## config.mk

```make
export PLATFORM = sky130hd
export DESIGN_NAME = gaps_cfg_flat
export DESIGN_NICKNAME = d
export VERILOG_FILES = /design/src/sv/gaps_pkg.sv /design/src/sv/gaps_if.sv /design/src/sv/gaps_cfg.sv /design/src/flat_wrapper.sv
export SDC_FILE = /design/constraint.sdc
export NUM_CORES = 1
export LEC_CHECK = 0
export BUFFER_PORTS_ARGS = -buffer_cell sky130_fd_sc_hd__buf_2
export CORE_UTILIZATION = 40
export DETAILED_ROUTE_END_ITERATION = 7
export GPL_ROUTABILITY_DRIVEN = 0
export HOLD_SLACK_MARGIN = 0.12
export PLACE_DENSITY = 0.76
export SLEW_MARGIN = 15
export SYNTH_ARGS = -nofsm -noshare
export SYNTH_HDL_FRONTEND = slang
export SYNTH_SLANG_ARGS = --single-unit
```

## constraint.sdc

```tcl
create_clock -name clk_i -period 0.8 [get_ports clk_i]
set_input_delay 0.08 -clock clk_i [delete_from_list [all_inputs] [get_ports clk_i]]
set_output_delay 0.08 -clock clk_i [all_outputs]
set_load 0.02 [all_outputs]
```

## src/sv/gaps_pkg.sv

```systemverilog
package gaps_pkg;

  localparam int unsigned MaxColumnsDef = 16;
  localparam int unsigned MaxRowsDef    = 16;

  localparam int unsigned CostW = 20;
  localparam logic [CostW-1:0] CostMax = '1;
  localparam int unsigned CrdW = 8;

  typedef enum logic [1:0] {
    FUNC_WRITE  = 2'd0,
    FUNC_SEARCH = 2'd1,
    FUNC_READ   = 2'd2,
    FUNC_NONE   = 2'd3
  } func_e;

  typedef enum logic [1:0] {
    ST_OK      = 2'd0,
    ST_NO_PATH = 2'd1,
    ST_RANGE   = 2'd2
  } status_e;

  typedef enum logic [1:0] {
    TERR_GRASS   = 2'd0,
    TERR_SAND    = 2'd1,
    TERR_MUD     = 2'd2,
    TERR_BLOCKED = 2'd3
  } terrain_e;

  localparam logic [2:0] REG_WIDTH    = 3'd0;
  localparam logic [2:0] REG_HEIGHT   = 3'd1;
  localparam logic [2:0] REG_STRAIGHT = 3'd2;
  localparam logic [2:0] REG_DIAGONAL = 3'd3;
  localparam logic [2:0] REG_GRASS    = 3'd4;
  localparam logic [2:0] REG_SAND     = 3'd5;
  localparam logic [2:0] REG_MUD      = 3'd6;

  typedef struct packed {
    logic [6:0] cols;
    logic [6:0] rows;
    logic [5:0] straight;
    logic [5:0] diagonal;
    logic [7:0] grass;
    logic [7:0] sand;
    logic [7:0] mud;
  } cfg_t;

  typedef struct packed {
    logic [1:0] status;
    logic [8:0] path_length;
    logic [3:0] x;
    logic [3:0] y;
  } res_t;

  function automatic logic [CrdW-1:0] abs_diff(input logic [CrdW-1:0] a,
                                               input logic [CrdW-1:0] b);
    return (a > b) ? a - b : b - a;
  endfunction

  // octile distance
  function automatic logic [CostW-1:0] heur(input logic [CrdW-1:0] ax,
                                            input logic [CrdW-1:0] ay,
                                            input logic [5:0] dc,
                                            input logic [5:0] sc);
    logic [CrdW-1:0] mn;
    logic [CrdW-1:0] mx;
    logic [13:0] p1;
    logic [13:0] p2;
    logic [14:0] s;
    mn = (ax < ay) ? ax : ay;
    mx = (ax < ay) ? ay : ax;
    p1 = 14'(mn) * 14'(dc);
    p2 = 14'(mx - mn) * 14'(sc);
    s  = 15'(p1) + 15'(p2);
    return CostW'(s);
  endfunction

  function automatic logic [CostW-1:0] sat_add(input logic [CostW-1:0] a,
                                               input logic [CostW-1:0] b);
    logic [CostW:0] s;
    s = {1'b0, a} + {1'b0, b};
    return s[CostW] ? CostMax : s[CostW-1:0];
  endfunction

  function automatic logic [CrdW-1:0] step_x(input logic [2:0] k,
                                             input logic [CrdW-1:0] c);
    case (k)
      3'd0, 3'd1, 3'd2: return c - 1'b1;
      3'd3, 3'd4, 3'd5: return c + 1'b1;
      default:          return c;
    endcase
  endfunction

  function automatic logic [CrdW-1:0] step_y(input logic [2:0] k,
                                             input logic [CrdW-1:0] c);
    case (k)
      3'd1, 3'd4, 3'd6: return c - 1'b1;
      3'd2, 3'd5, 3'd7: return c + 1'b1;
      default:          return c;
    endcase
  endfunction

  function automatic logic step_diag(input logic [2:0] k);
    case (k)
      3'd1, 3'd2, 3'd4, 3'd5: return 1'b1;
      default:                return 1'b0;
    endcase
  endfunction

endpackage

```

## src/sv/gaps_if.sv

```systemverilog


interface gaps_cfg_if;
  logic       valid;
  logic       ready;
  logic [2:0] index;
  logic [7:0] data;

  modport source (output valid, index, data, input ready);
  modport sink (input valid, index, data, output ready);
endinterface

```

## src/sv/gaps_cfg.sv

```systemverilog
module gaps_cfg #(
  parameter int unsigned MAX_COLUMNS = gaps_pkg::MaxColumnsDef,
  parameter int unsigned MAX_ROWS    = gaps_pkg::MaxRowsDef
) (
  input  logic           clk_i,
  input  logic           rst_ni,
  gaps_cfg_if.sink       cfg_i,
  output gaps_pkg::cfg_t cfg_o
);
  import gaps_pkg::*;

  logic [4:0] width_q;
  logic [4:0] height_q;
  logic [5:0] straight_q;
  logic [5:0] diagonal_q;
  logic [7:0] grass_q;
  logic [7:0] sand_q;
  logic [7:0] mud_q;

  assign cfg_i.ready = 1'b1;

  always_ff @(posedge clk_i or negedge rst_ni) begin
    if (!rst_ni) begin
      width_q    <= 5'd16;
      height_q   <= 5'd16;
      straight_q <= 6'd10;
      diagonal_q <= 6'd14;
      grass_q    <= 8'd16;
      sand_q     <= 8'd24;
      mud_q      <= 8'd80;
    end else if (cfg_i.valid) begin
      case (cfg_i.index)
        REG_WIDTH:    width_q    <= cfg_i.data[4:0];
        REG_HEIGHT:   height_q   <= cfg_i.data[4:0];
        REG_STRAIGHT: straight_q <= cfg_i.data[5:0];
        REG_DIAGONAL: diagonal_q <= cfg_i.data[5:0];
        REG_GRASS:    grass_q    <= cfg_i.data;
        REG_SAND:     sand_q     <= cfg_i.data;
        REG_MUD:      mud_q      <= cfg_i.data;
        default: ;
      endcase
    end
  end

  always_comb begin
    cfg_o.cols     = (32'(width_q) > MAX_COLUMNS) ? 7'(MAX_COLUMNS) : 7'(width_q);
    cfg_o.rows     = (32'(height_q) > MAX_ROWS) ? 7'(MAX_ROWS) : 7'(height_q);
    cfg_o.straight = straight_q;
    cfg_o.diagonal = diagonal_q;
    cfg_o.grass    = grass_q;
    cfg_o.sand     = sand_q;
    cfg_o.mud      = mud_q;
  end

endmodule

```

## src/flat_wrapper.sv

```systemverilog
// flat-port wrapper written by rule: the top's interface ports become plain ports
module gaps_cfg_flat import gaps_pkg::*;
#(
  parameter int unsigned MAX_COLUMNS = gaps_pkg::MaxColumnsDef,
  parameter int unsigned MAX_ROWS    = gaps_pkg::MaxRowsDef
)
  (clk_i, rst_ni, cfg_o, cfg_i_valid, cfg_i_index, cfg_i_data, cfg_i_ready);
  gaps_cfg_if cfg_i_i ();
  input  logic clk_i;
  input  logic rst_ni;
  output gaps_pkg::cfg_t cfg_o;
  input wire logic [$bits(cfg_i_i.valid)-1:0] cfg_i_valid;
  input wire logic [$bits(cfg_i_i.index)-1:0] cfg_i_index;
  input wire logic [$bits(cfg_i_i.data)-1:0] cfg_i_data;
  output wire logic [$bits(cfg_i_i.ready)-1:0] cfg_i_ready;
  assign cfg_i_i.valid = cfg_i_valid;
  assign cfg_i_i.index = cfg_i_index;
  assign cfg_i_i.data = cfg_i_data;
  assign cfg_i_ready = cfg_i_i.ready;
  gaps_cfg #(.MAX_COLUMNS(MAX_COLUMNS), .MAX_ROWS(MAX_ROWS)) u_core (.clk_i(clk_i), .rst_ni(rst_ni), .cfg_i(cfg_i_i), .cfg_o(cfg_o));
endmodule
```

==> results of run 1 <==
metrics by stage:
step / std cells / setup WS (ns) / utilization [%] / hold slack, ns
floorplan: 123 / -0.292 / - / -0.216
global placement: 232 / -0.404 / 52.7 / 0.0690
detailed placement: 232 / -0.435 / 52.7 / 0.0798
CTS: 251 / -0.379 / 63.4 / 0.0401
global route: 253 / -0.429 / 65.8 / 0.0466
finish: 253 / -0.387 / 65.8 / 0.0402
cells in the final DEF (no fill, tap or decap), drive strengths merged:
| cell type | Yosys | final |
|---|---|---|
| and4bb | 2 | 2 |
| buf | 8 | 81 |
| clkbuf | 3 | 7 |
| conb | 2 | 5 |
| dfrtp | 34 | 34 |
| dfstp | 12 | 12 |
| dlygate4sd3 | 0 | 1 |
| mux2 | 46 | 46 |
| nand4b | 3 | 3 |
| nor2b | 8 | 8 |
| nor4b | 1 | 1 |
| nor4bb | 1 | 1 |
synthesized netlist by cell type, drive strengths merged:
| cell type | number |
|---|---|
| dfstp | 12 |
| and4bb | 2 |
| nor4b | 1 |
| buf | 8 |
| conb | 2 |
| mux2 | 46 |
| nand4b | 3 |
| nor2b | 8 |
| dfrtp | 34 |
| nor4bb | 1 |
| clkbuf | 3 |
state kept, by name (all words and copies together), names as in the netlist:
| register | flops |
|---|---|
| u_core.height_q | 5 |
| u_core.width_q | 5 |
| u_core.sand_q | 8 |
| u_core.grass_q | 8 |
| u_core.straight_q | 6 |
| u_core.diagonal_q | 6 |
| u_core.mud_q | 8 |
cell families after synthesis:
| logic type | share of synthesized area (%) |
|---|---|
| other | 0.391 |
| muxes | 27.0 |
| and+or+nand+nor | 8.02 |
| DFF | 60.8 |
| buffers and inverters | 3.85 |
area by class of cell:
class | instances | area [um2]
fill | 312 | 1530
sequential | 46 | 1170
multi-input combinational | 66 | 818
timing repair buffer | 82 | 810
clock buffer | 7 | 86.3
tap | 52 | 65.1
worst paths after layout:
path	slack [ns]	endpoint	depth (start not counted)
min in group asynchronous	0.29	u_core.height_q[2]$_DFFE_PN0P_	3
worst max-delay path	-0.39	cfg_o[44]	2
max in group asynchronous	0.23	u_core.sand_q[3]$_DFFE_PN1P_	3
worst min-delay path	0.04	u_core.grass_q[7]$_DFFE_PN0P_	2
worst min register to register	0.52	u_core.width_q[1]$_DFFE_PN0P_	1
worst max register to register	-0.14	u_core.straight_q[2]$_DFFE_PN0P_	2
power groups by stage:
stage	Clock, W	Combinational (W)	Sequential, W
final	0.00140	0.00300	0.00336
after global routing	0.00155	0.00314	0.00342
after CTS	0.00143	0.00283	0.00332
after detailed placement	0	0.00210	0.00326
after global placement	0	0.00206	0.00322
after floorplan	0	0.000867	0.00373
timing repair:
item	4_1_cts	5_1_grt
resized for setup	94	25
gates cloned	0	0
setup endpoints to repair	72	74
setup buffers	11	3
endpoints found under the hold margin	57	10
pin swaps	1	0
metal layers:
layer  vias to the layer above  global-route usage (%)
met5                         -                       0
met4                         0                    6.89
met3                         5                    4.92
met2                        42                    35.1
met1                       666                    24.0
li1                        567                       -
==> summary.txt, run 1 <==
Status
  • Outcome: complete, but fails checks
  • Violated checks: design-rule violations, negative setup slack

Global route
  • Initial antenna violation count: 0
  • GRT Residual Overflow: 0
  • Vias in the first global route: 1,367
  • GR Util All Layers: 20.0%
  • First-pass GRT wire length: 7410 um
  • Largest net degree at the start of global routing: 47

Critical path
  • CP max FO: 6
  • FF-to-FF Start: u_core.straight_q[2]$_DFFE_PN0P_
  • Worst path required time: 0.72 ns
  • Crit path DAT: 1.11 ns
  • Slowest-stage cell, CP: dfstp_2
  • Worst setup path start: u_core.width_q[4]$_DFFE_PN1P_
  • CP Launch Type: flip-flop
  • Largest delay share family, worst path: flip-flops
  • CP peak stage delay: between 0.5 and 0.6 ns
  • Worst Path Buf+Inv: 1
  • Worst Setup End Kind: output pin
  • CP cell instances: nor2b_1 > buf_2
  • Worst setup path class: reg2out

Floorplanning
  • Die X: 71.3 um
  • Die Footprint: roughly 5100 um2
  • IO Count: 65
  • Num rows: 24
  • Die span in y: about 70 um
  • Core footprint: 4470 um2
  • Initial cell density of the core: 42.9%

Clock tree
  • CTS clk-pin slew, worst paths: 0.08 ns
  • H-tree depth: 2
  • Clock net sink count: 46
  • Clock Tree Buf Depth: 2
  • CTS Hold Bufs: 1
  • Clk_lat worst skew: around 0.29 ns
  • Cts bufs inserted: 5
  • CTS tree: done
  • Clk Tree Root Cell: clkbuf_8

Timing
  • Fin Setup TNS: -10.10 ns
  • Slew Limit Fails: 0
  • Final Hold Vio Count: 0
  • Final setup vio count: 65
  • Fin crit share: 148%
  • RSZ-0062 raised after global routing: true
  • Minimum clock period: 1.19 ns
  • Max Freq: roughly 0.84 GHz
  • Clk_skew: 0 ns
  • Worst Slack Setup Final: -0.387 ns

Pwr
  • P_int: 0.00535 W
  • Tot Pwr: 0.00776 W
  • Sw Pwr: 0.00241 W
  • Combinational Power Share: 38.6%
  • Register share of total power: 43.3%
  • Worst VDD drop: 1.50 mV
  • Leakage: 1.42 nW
  • Clock power share: between 10% and 20%
  • PwrDens: 2640 nW/um2
  • Switching Share: 31.0%

Finish
  • Nets: 215
  • Fraction of layout cells with a size suffix above 1: 76.1%
  • Design Area, Final: 2950 um2
  • Area delta synth->final: 53.5%
  • Antenna fix cells: 0

Route
  • DRT iter0 DRCs: 81
  • Met1 WL: 2020 um
  • Antenna-violating nets left: 0
  • Via density per instance: 5.06
  • DRT Pass-1 Iters: 7
  • Routed wire length: 4730 um
  • Drt drc: 5
  • Via count: 1,280
  • Top routing layer used: met4
  • Met3 WL: around 220 um
  • Wire length on met2: 2420 um
  • Mean routed wirelength per cell: between 15 and 20 um

Synth
  • Netlist Area Pre-Place: 1920 um2
  • Synth Register Bits: 46
  • Yosys top cell area share: 44.3%
  • Post-Syn Instances: between 100 and 150
  • Synth top area cells: dfrtp_1 44%, mux2_2 27%, dfstp_2 16%
  • Syn_area_per_cell: between 15 and 20 um2
  • Cell accounting for the most synthesized area: dfrtp_1
  • Seq/Total Area, Yosys: 60.8%
  • Count of different cell masters after synthesis: 15
  • Yosys warnings: 0

Job
  • Max-cap violations: 0

Worst hold path
  • Hold Crit Class: in2reg
  • Min-delay src: cfg_i_data[7]

Placement
  • DP Area: approximately 2400 um2
  • Hpwl dp: a little under 3000 um
  • Port bufs: 59
No activity file was read; power rests on OpenSTA's default activity.
==> run 2: changes to the inputs <==
SKIP_CTS_REPAIR_TIMING = 1   (was default)
==> run 2 against run 1 <==
  * The flow still finishes with violations (design-rule violations, negative setup slack)
  * Die area is the same
  * Clock power is essentially flat
  * Flip-flop and latch count is the same
  * Setup slack gained 0.0088 ns
  * Register-to-register slack gained 0.04 ns
  * Wire length shrank 2.6%
  * Global-route usage shrank 3.0 points
  * Final cell count shrank 2.4%
==> summary.txt, run 2 (synthesis results as in run 1) <==
Status
  • Outcome: complete, but fails checks
  • Violated checks: design-rule violations, negative setup slack

Clock tree
  • Clk_lat worst skew: 0.29 ns
  • CTS clk-pin slew, worst paths: around 0.08 ns
  • Clock Tree Buf Depth: 2
  • Clk Tree Root Cell: clkbuf_8
  • Cts bufs inserted: 5
  • H-tree depth: 2
  • Clock net sink count: 46
  • CTS tree: done

Global route
  • Initial antenna violation count: 0
  • Vias in the first global route: 1,248
  • First-pass GRT wire length: 6500 um
  • GRT Residual Overflow: 0
  • GR Util All Layers: 17.0%
  • Largest net degree at the start of global routing: 47

Route
  • Wire length on met2: 2360 um
  • Routed wire length: 4610 um
  • DRT iter0 DRCs: 48
  • DRT Pass-1 Iters: 6
  • Top routing layer used: met4
  • Met3 WL: 220 um
  • Antenna-violating nets left: 0
  • Met1 WL: 2000 um
  • Mean routed wirelength per cell: 18.7 um
  • Drt drc: 5
  • Via density per instance: approximately 5.1
  • Via count: 1,255

Timing
  • Final Hold Slack: 0.0493 ns
  • Minimum clock period: approximately 1.2 ns
  • Max Freq: 0.849 GHz
  • Worst Slack Setup Final: -0.378 ns
  • RSZ-0062 raised after global routing: true
  • Clk_skew: 0 ns
  • Slew Limit Fails: 0
  • Final Hold Vio Count: 0
  • Fin crit share: 147%
  • Final setup vio count: 63

Floorplanning
  • Num rows: 24
  • Initial cell density of the core: 42.9%
  • Core footprint: about 4500 um2
  • Die Footprint: roughly 5000 um2
  • Die X: 71.3 um
  • IO Count: 65
  • Die span in y: 71.3 um

Placement
  • Port bufs: 59
  • Hpwl dp: 2890 um

Worst hold path
  • Min-delay src: cfg_i_data[7]
  • Hold Crit Class: in2reg
  • Hold path cells: 2

Critical path
  • Worst setup path start: u_core.width_q[4]$_DFFE_PN1P_
  • FF-to-FF Start: u_core.straight_q[2]$_DFFE_PN0P_
  • CP cell instances: nor2b_1 > buf_2
  • Crit path DAT: between 1 and 1.5 ns
  • Largest delay share family, worst path: flip-flops
  • Worst path required time: 0.72 ns
  • CP peak stage delay: just under 0.6 ns
  • Slowest-stage cell, CP: dfstp_2
  • Cell depth of the worst setup path: 2
  • CP max FO: 6
  • Crit path capture: cfg_o[44]
  • Worst Path Buf+Inv: 1
  • Worst Setup End Kind: output pin
  • Worst Reg-to-Reg Cells: 2
  • R2R setup slack: -0.10 ns
  • FF-to-FF End: u_core.straight_q[2]$_DFFE_PN0P_
  • Worst setup path class: reg2out
  • CP Launch Type: flip-flop

Finish
  • Commonest non-fill, non-tap cells in the layout: 43 x buf_6, 34 x dfrtp_1, 25 x mux2_4
  • Area of the multi-input gates: 806 um2
  • Area delta synth->final: 49.5%
  • Post-layout util: between 60% and 70%
  • Commonest non-fill, non-tap cell in the layout: buf_6
  • FF+latch area: 1170 um2
  • Fraction of layout cells with a size suffix above 1: around 75%
  • Antenna fix cells: 0
  • Nets: 209
  • Layout fillers: 330
  • Top flop regs: u_core.grass_q: 8 flops, u_core.mud_q: 8 flops, u_core.sand_q: 8 flops

Pwr
  • PwrDens: 2660 nW/um2
  • Leakage: around 1.4 nW
  • Tot Pwr: 0.00763 W
  • Worst VDD drop: 1.50 mV

Job
  • Max-cap violations: 0
## run 2: changes by cell type in the layout (fill, tap and decap cells not counted), sizes merged
cell,delta
buf,-6
## run 2: stage by stage
stage | instances | TNS [ns] | worst slack (ns) | area [um2]
after global routing | 247 | -11.14 | -0.423 | 2870
after CTS | 239 | -11.46 | -0.379 | 2440
final | 247 | -9.36 | -0.378 | 2870
after global placement | 232 | -14.32 | -0.404 | 2360
after detailed placement | 232 | -16.10 | -0.435 | 2360
after floorplan | 123 | -7.20 | -0.292 | 2000
## run 2: report_power, final
group / internal, W / total, W / switching, W
Sequential: 0.00294 / 0.00335 / 0.000412
Clock: 0.000686 / 0.00140 / 0.000715
Combinational: 0.00163 / 0.00288 / 0.00125
Total: 0.00526 / 0.00763 / 0.00238
## run 2: area by class of cell
cell class | count | share of cell area [%]
clock buffer | 7 | 3.01
multi-input combinational | 66 | 28.1
sequential | 46 | 40.6
tap | 52 | 2.27
timing repair buffer | 76 | 26.0
## run 2: how the worst min path moves through the flow
stage	end	slack (ns)
3_5_place_dp	u_core.straight_q[4]$_DFFE_PN0P_	0.08
4_1_cts	u_core.width_q[3]$_DFFE_PN0P_	-0.24
6_report	u_core.grass_q[7]$_DFFE_PN0P_	0.05
5_1_grt	u_core.grass_q[7]$_DFFE_PN0P_	0.05
2_1_floorplan	u_core.diagonal_q[0]$_DFFE_PN0P_	-0.22
3_3_place_gp	u_core.straight_q[2]$_DFFE_PN0P_	0.07
## run 2: routing by layer
layer  track usage, %  vias up
li1                 -      561
met1             21.9      652
met2             28.3       39
met3             4.92        3
met4             4.67        0
met5                0        -
==> run 3: changes to the inputs <==
--- a/constraint.sdc
+++ b/constraint.sdc
@@ -3,2 +3,2 @@
 set_output_delay 0.08 -clock clk_i [all_outputs]
-set_load 0.02 [all_outputs]
+set_load 0.005 [all_outputs]
==> run 3 against run 2 <==
  * The run still ends with design-rule violations, negative setup slack left
  * Combinational power decreased by 41%
  * Final cell count decreased by 0.81%
  * Via count decreased by 3.7%
  * Largest power group unchanged
==> summary.txt, run 3 (synthesis results as in run 1) <==
Timing
  • Final setup vio count: 51
  • Minimum clock period: 1.15 ns
  • Final Hold Slack: 0.0426 ns
  • RSZ-0062 raised after global routing: true
  • Worst Slack Setup Final: -0.345 ns
  • Final Hold Vio Count: 0
  • Max Freq: roughly 0.87 GHz
  • Clk_skew: 0 ns
  • Fin crit share: 143%
  • Slew Limit Fails: 0
  • Fin Setup TNS: -8.08 ns

Placement
  • Placed cell count: approximately 230
  • DP Area: 2350 um2
  • Hpwl dp: 2860 um
  • Port bufs: 59

Finish
  • Fraction of layout cells with a size suffix above 1: around 76%
  • Design Area, Final: 2640 um2
  • Area delta synth->final: 37.7%
  • Antenna fix cells: 0
  • Top flop regs: u_core.grass_q: 8 flops, u_core.mud_q: 8 flops, u_core.sand_q: 8 flops
  • Commonest non-fill, non-tap cells in the layout: 50 x buf_2, 34 x dfrtp_1, 24 x mux2_2
  • Post-Layout Cell Count: 245
  • Commonest non-fill, non-tap cell in the layout: buf_2
  • Nets: 206

Floorplanning
  • Core footprint: 4470 um2
  • Die Footprint: 5080 um2
  • Initial cell density of the core: 42.9%
  • Die span in y: 71.3 um
  • Num rows: 24
  • Die X: 71.3 um
  • IO Count: 65

Global route
  • First-pass GRT wire length: ~6500 um
  • GR Util All Layers: between 15 and 20%
  • Vias in the first global route: 1,235
  • GRT Residual Overflow: 0
  • Initial antenna violation count: 0
  • Largest net degree at the start of global routing: 47

Critical path
  • Crit path DAT: 1.07 ns
  • CP max FO: 6
  • Crit path capture: cfg_o[38]
  • CP Launch Type: flip-flop
  • Worst setup path class: reg2out
  • Worst path required time: 0.72 ns
  • FF-to-FF Start: u_core.sand_q[0]$_DFFE_PN0P_
  • R2R setup slack: -0.07 ns
  • Worst setup path start: u_core.height_q[4]$_DFFE_PN1P_
  • Worst Reg-to-Reg Cells: 2
  • FF-to-FF End: u_core.sand_q[0]$_DFFE_PN0P_
  • Worst Setup End Kind: output pin

Clock tree
  • Cts bufs inserted: 5
  • Clk Tree Root Cell: clkbuf_8
  • Clock net sink count: 46
  • CTS tree: done
  • CTS clk-pin slew, worst paths: 0.09 ns
  • Clk_lat worst skew: ~0.30 ns
  • Clock Tree Buf Depth: 2
  • H-tree depth: 2

Route
  • Via density per instance: ~5
  • Antenna-violating nets left: 0
  • DRT Pass-1 Iters: 5
  • Via count: roughly 1,200
  • Routed wire length: 4180 um
  • Mean routed wirelength per cell: roughly 17 um
  • DRT iter0 DRCs: 39
  • Drt drc: 4

Pwr
  • Worst VDD drop: about 1.6 mV
  • Leakage: 1.29 nW
  • Tot Pwr: around 0.0064 W
  • PwrDens: 2430 nW/um2

Status
  • Violated checks: design-rule violations, negative setup slack
  • Outcome: complete, but fails checks

Worst hold path
  • Hold Crit Class: in2reg

Job
  • Max-cap violations: 0
## run 3: cell types whose count changed in the layout (fill, tap and decap cells not counted), moves of 3 or more
cell and delta:
buf_2 +34, buf_4 -4, buf_6 -31, mux2_2 +3, mux2_4 -3, nand4b_2 -3, nand4b_4 +3
## run 3: worst min path at each step
stage	from	to	slack (ns)	depth (start not counted)
floorplan	rst_ni	u_core.diagonal_q[0]$_DFFE_PN0P_	-0.22	0
global placement	rst_ni	u_core.straight_q[2]$_DFFE_PN0P_	0.07	2
detailed placement	rst_ni	u_core.straight_q[2]$_DFFE_PN0P_	0.07	2
CTS	rst_ni	u_core.straight_q[2]$_DFFE_PN0P_	-0.25	2
global route	cfg_i_data[7]	u_core.grass_q[7]$_DFFE_PN0P_	0.03	2
finish	cfg_i_data[7]	u_core.sand_q[7]$_DFFE_PN0P_	0.04	2
## run 3: final cells by class
type | instances | area (um2)
Tap cell | 52 | 65.1
Sequential cell | 46 | 1170
Multi-Input combinational cell | 66 | 821
Timing Repair Buffer | 73 | 495
Fill cell | 364 | 1830
Clock buffer | 6 | 82.6
Clock inverter | 2 | 12.5
## run 3: layer usage
metal	routed length [um]	GRT usage [%]
met5	0	0
met4	43	4.67
met3	273	6.33
met2	2070	29.1
met1	1790	21.6
## run 3: critical path, stage by stage (launching register included)
cell and delay (ns):
dfstp_2 0.58, nor2b_1 0.06, buf_2 0.12
## run 3: report_power, final
part           internal, W  switching, W
combinational      0.00112      0.000581
clock             0.000694      0.000775
sequential         0.00294      0.000308
## run 3: per-stage QoR
| stage | utilization (%) | setup slack (ns) |
|---|---|---|
| 2_1_floorplan | - | -0.292 |
| 3_3_place_gp | 52.6 | -0.378 |
| 3_5_place_dp | 52.6 | -0.415 |
| 4_1_cts | 54.7 | -0.358 |
| 5_1_grt | 59.1 | -0.401 |
| 6_report | 59.1 | -0.345 |
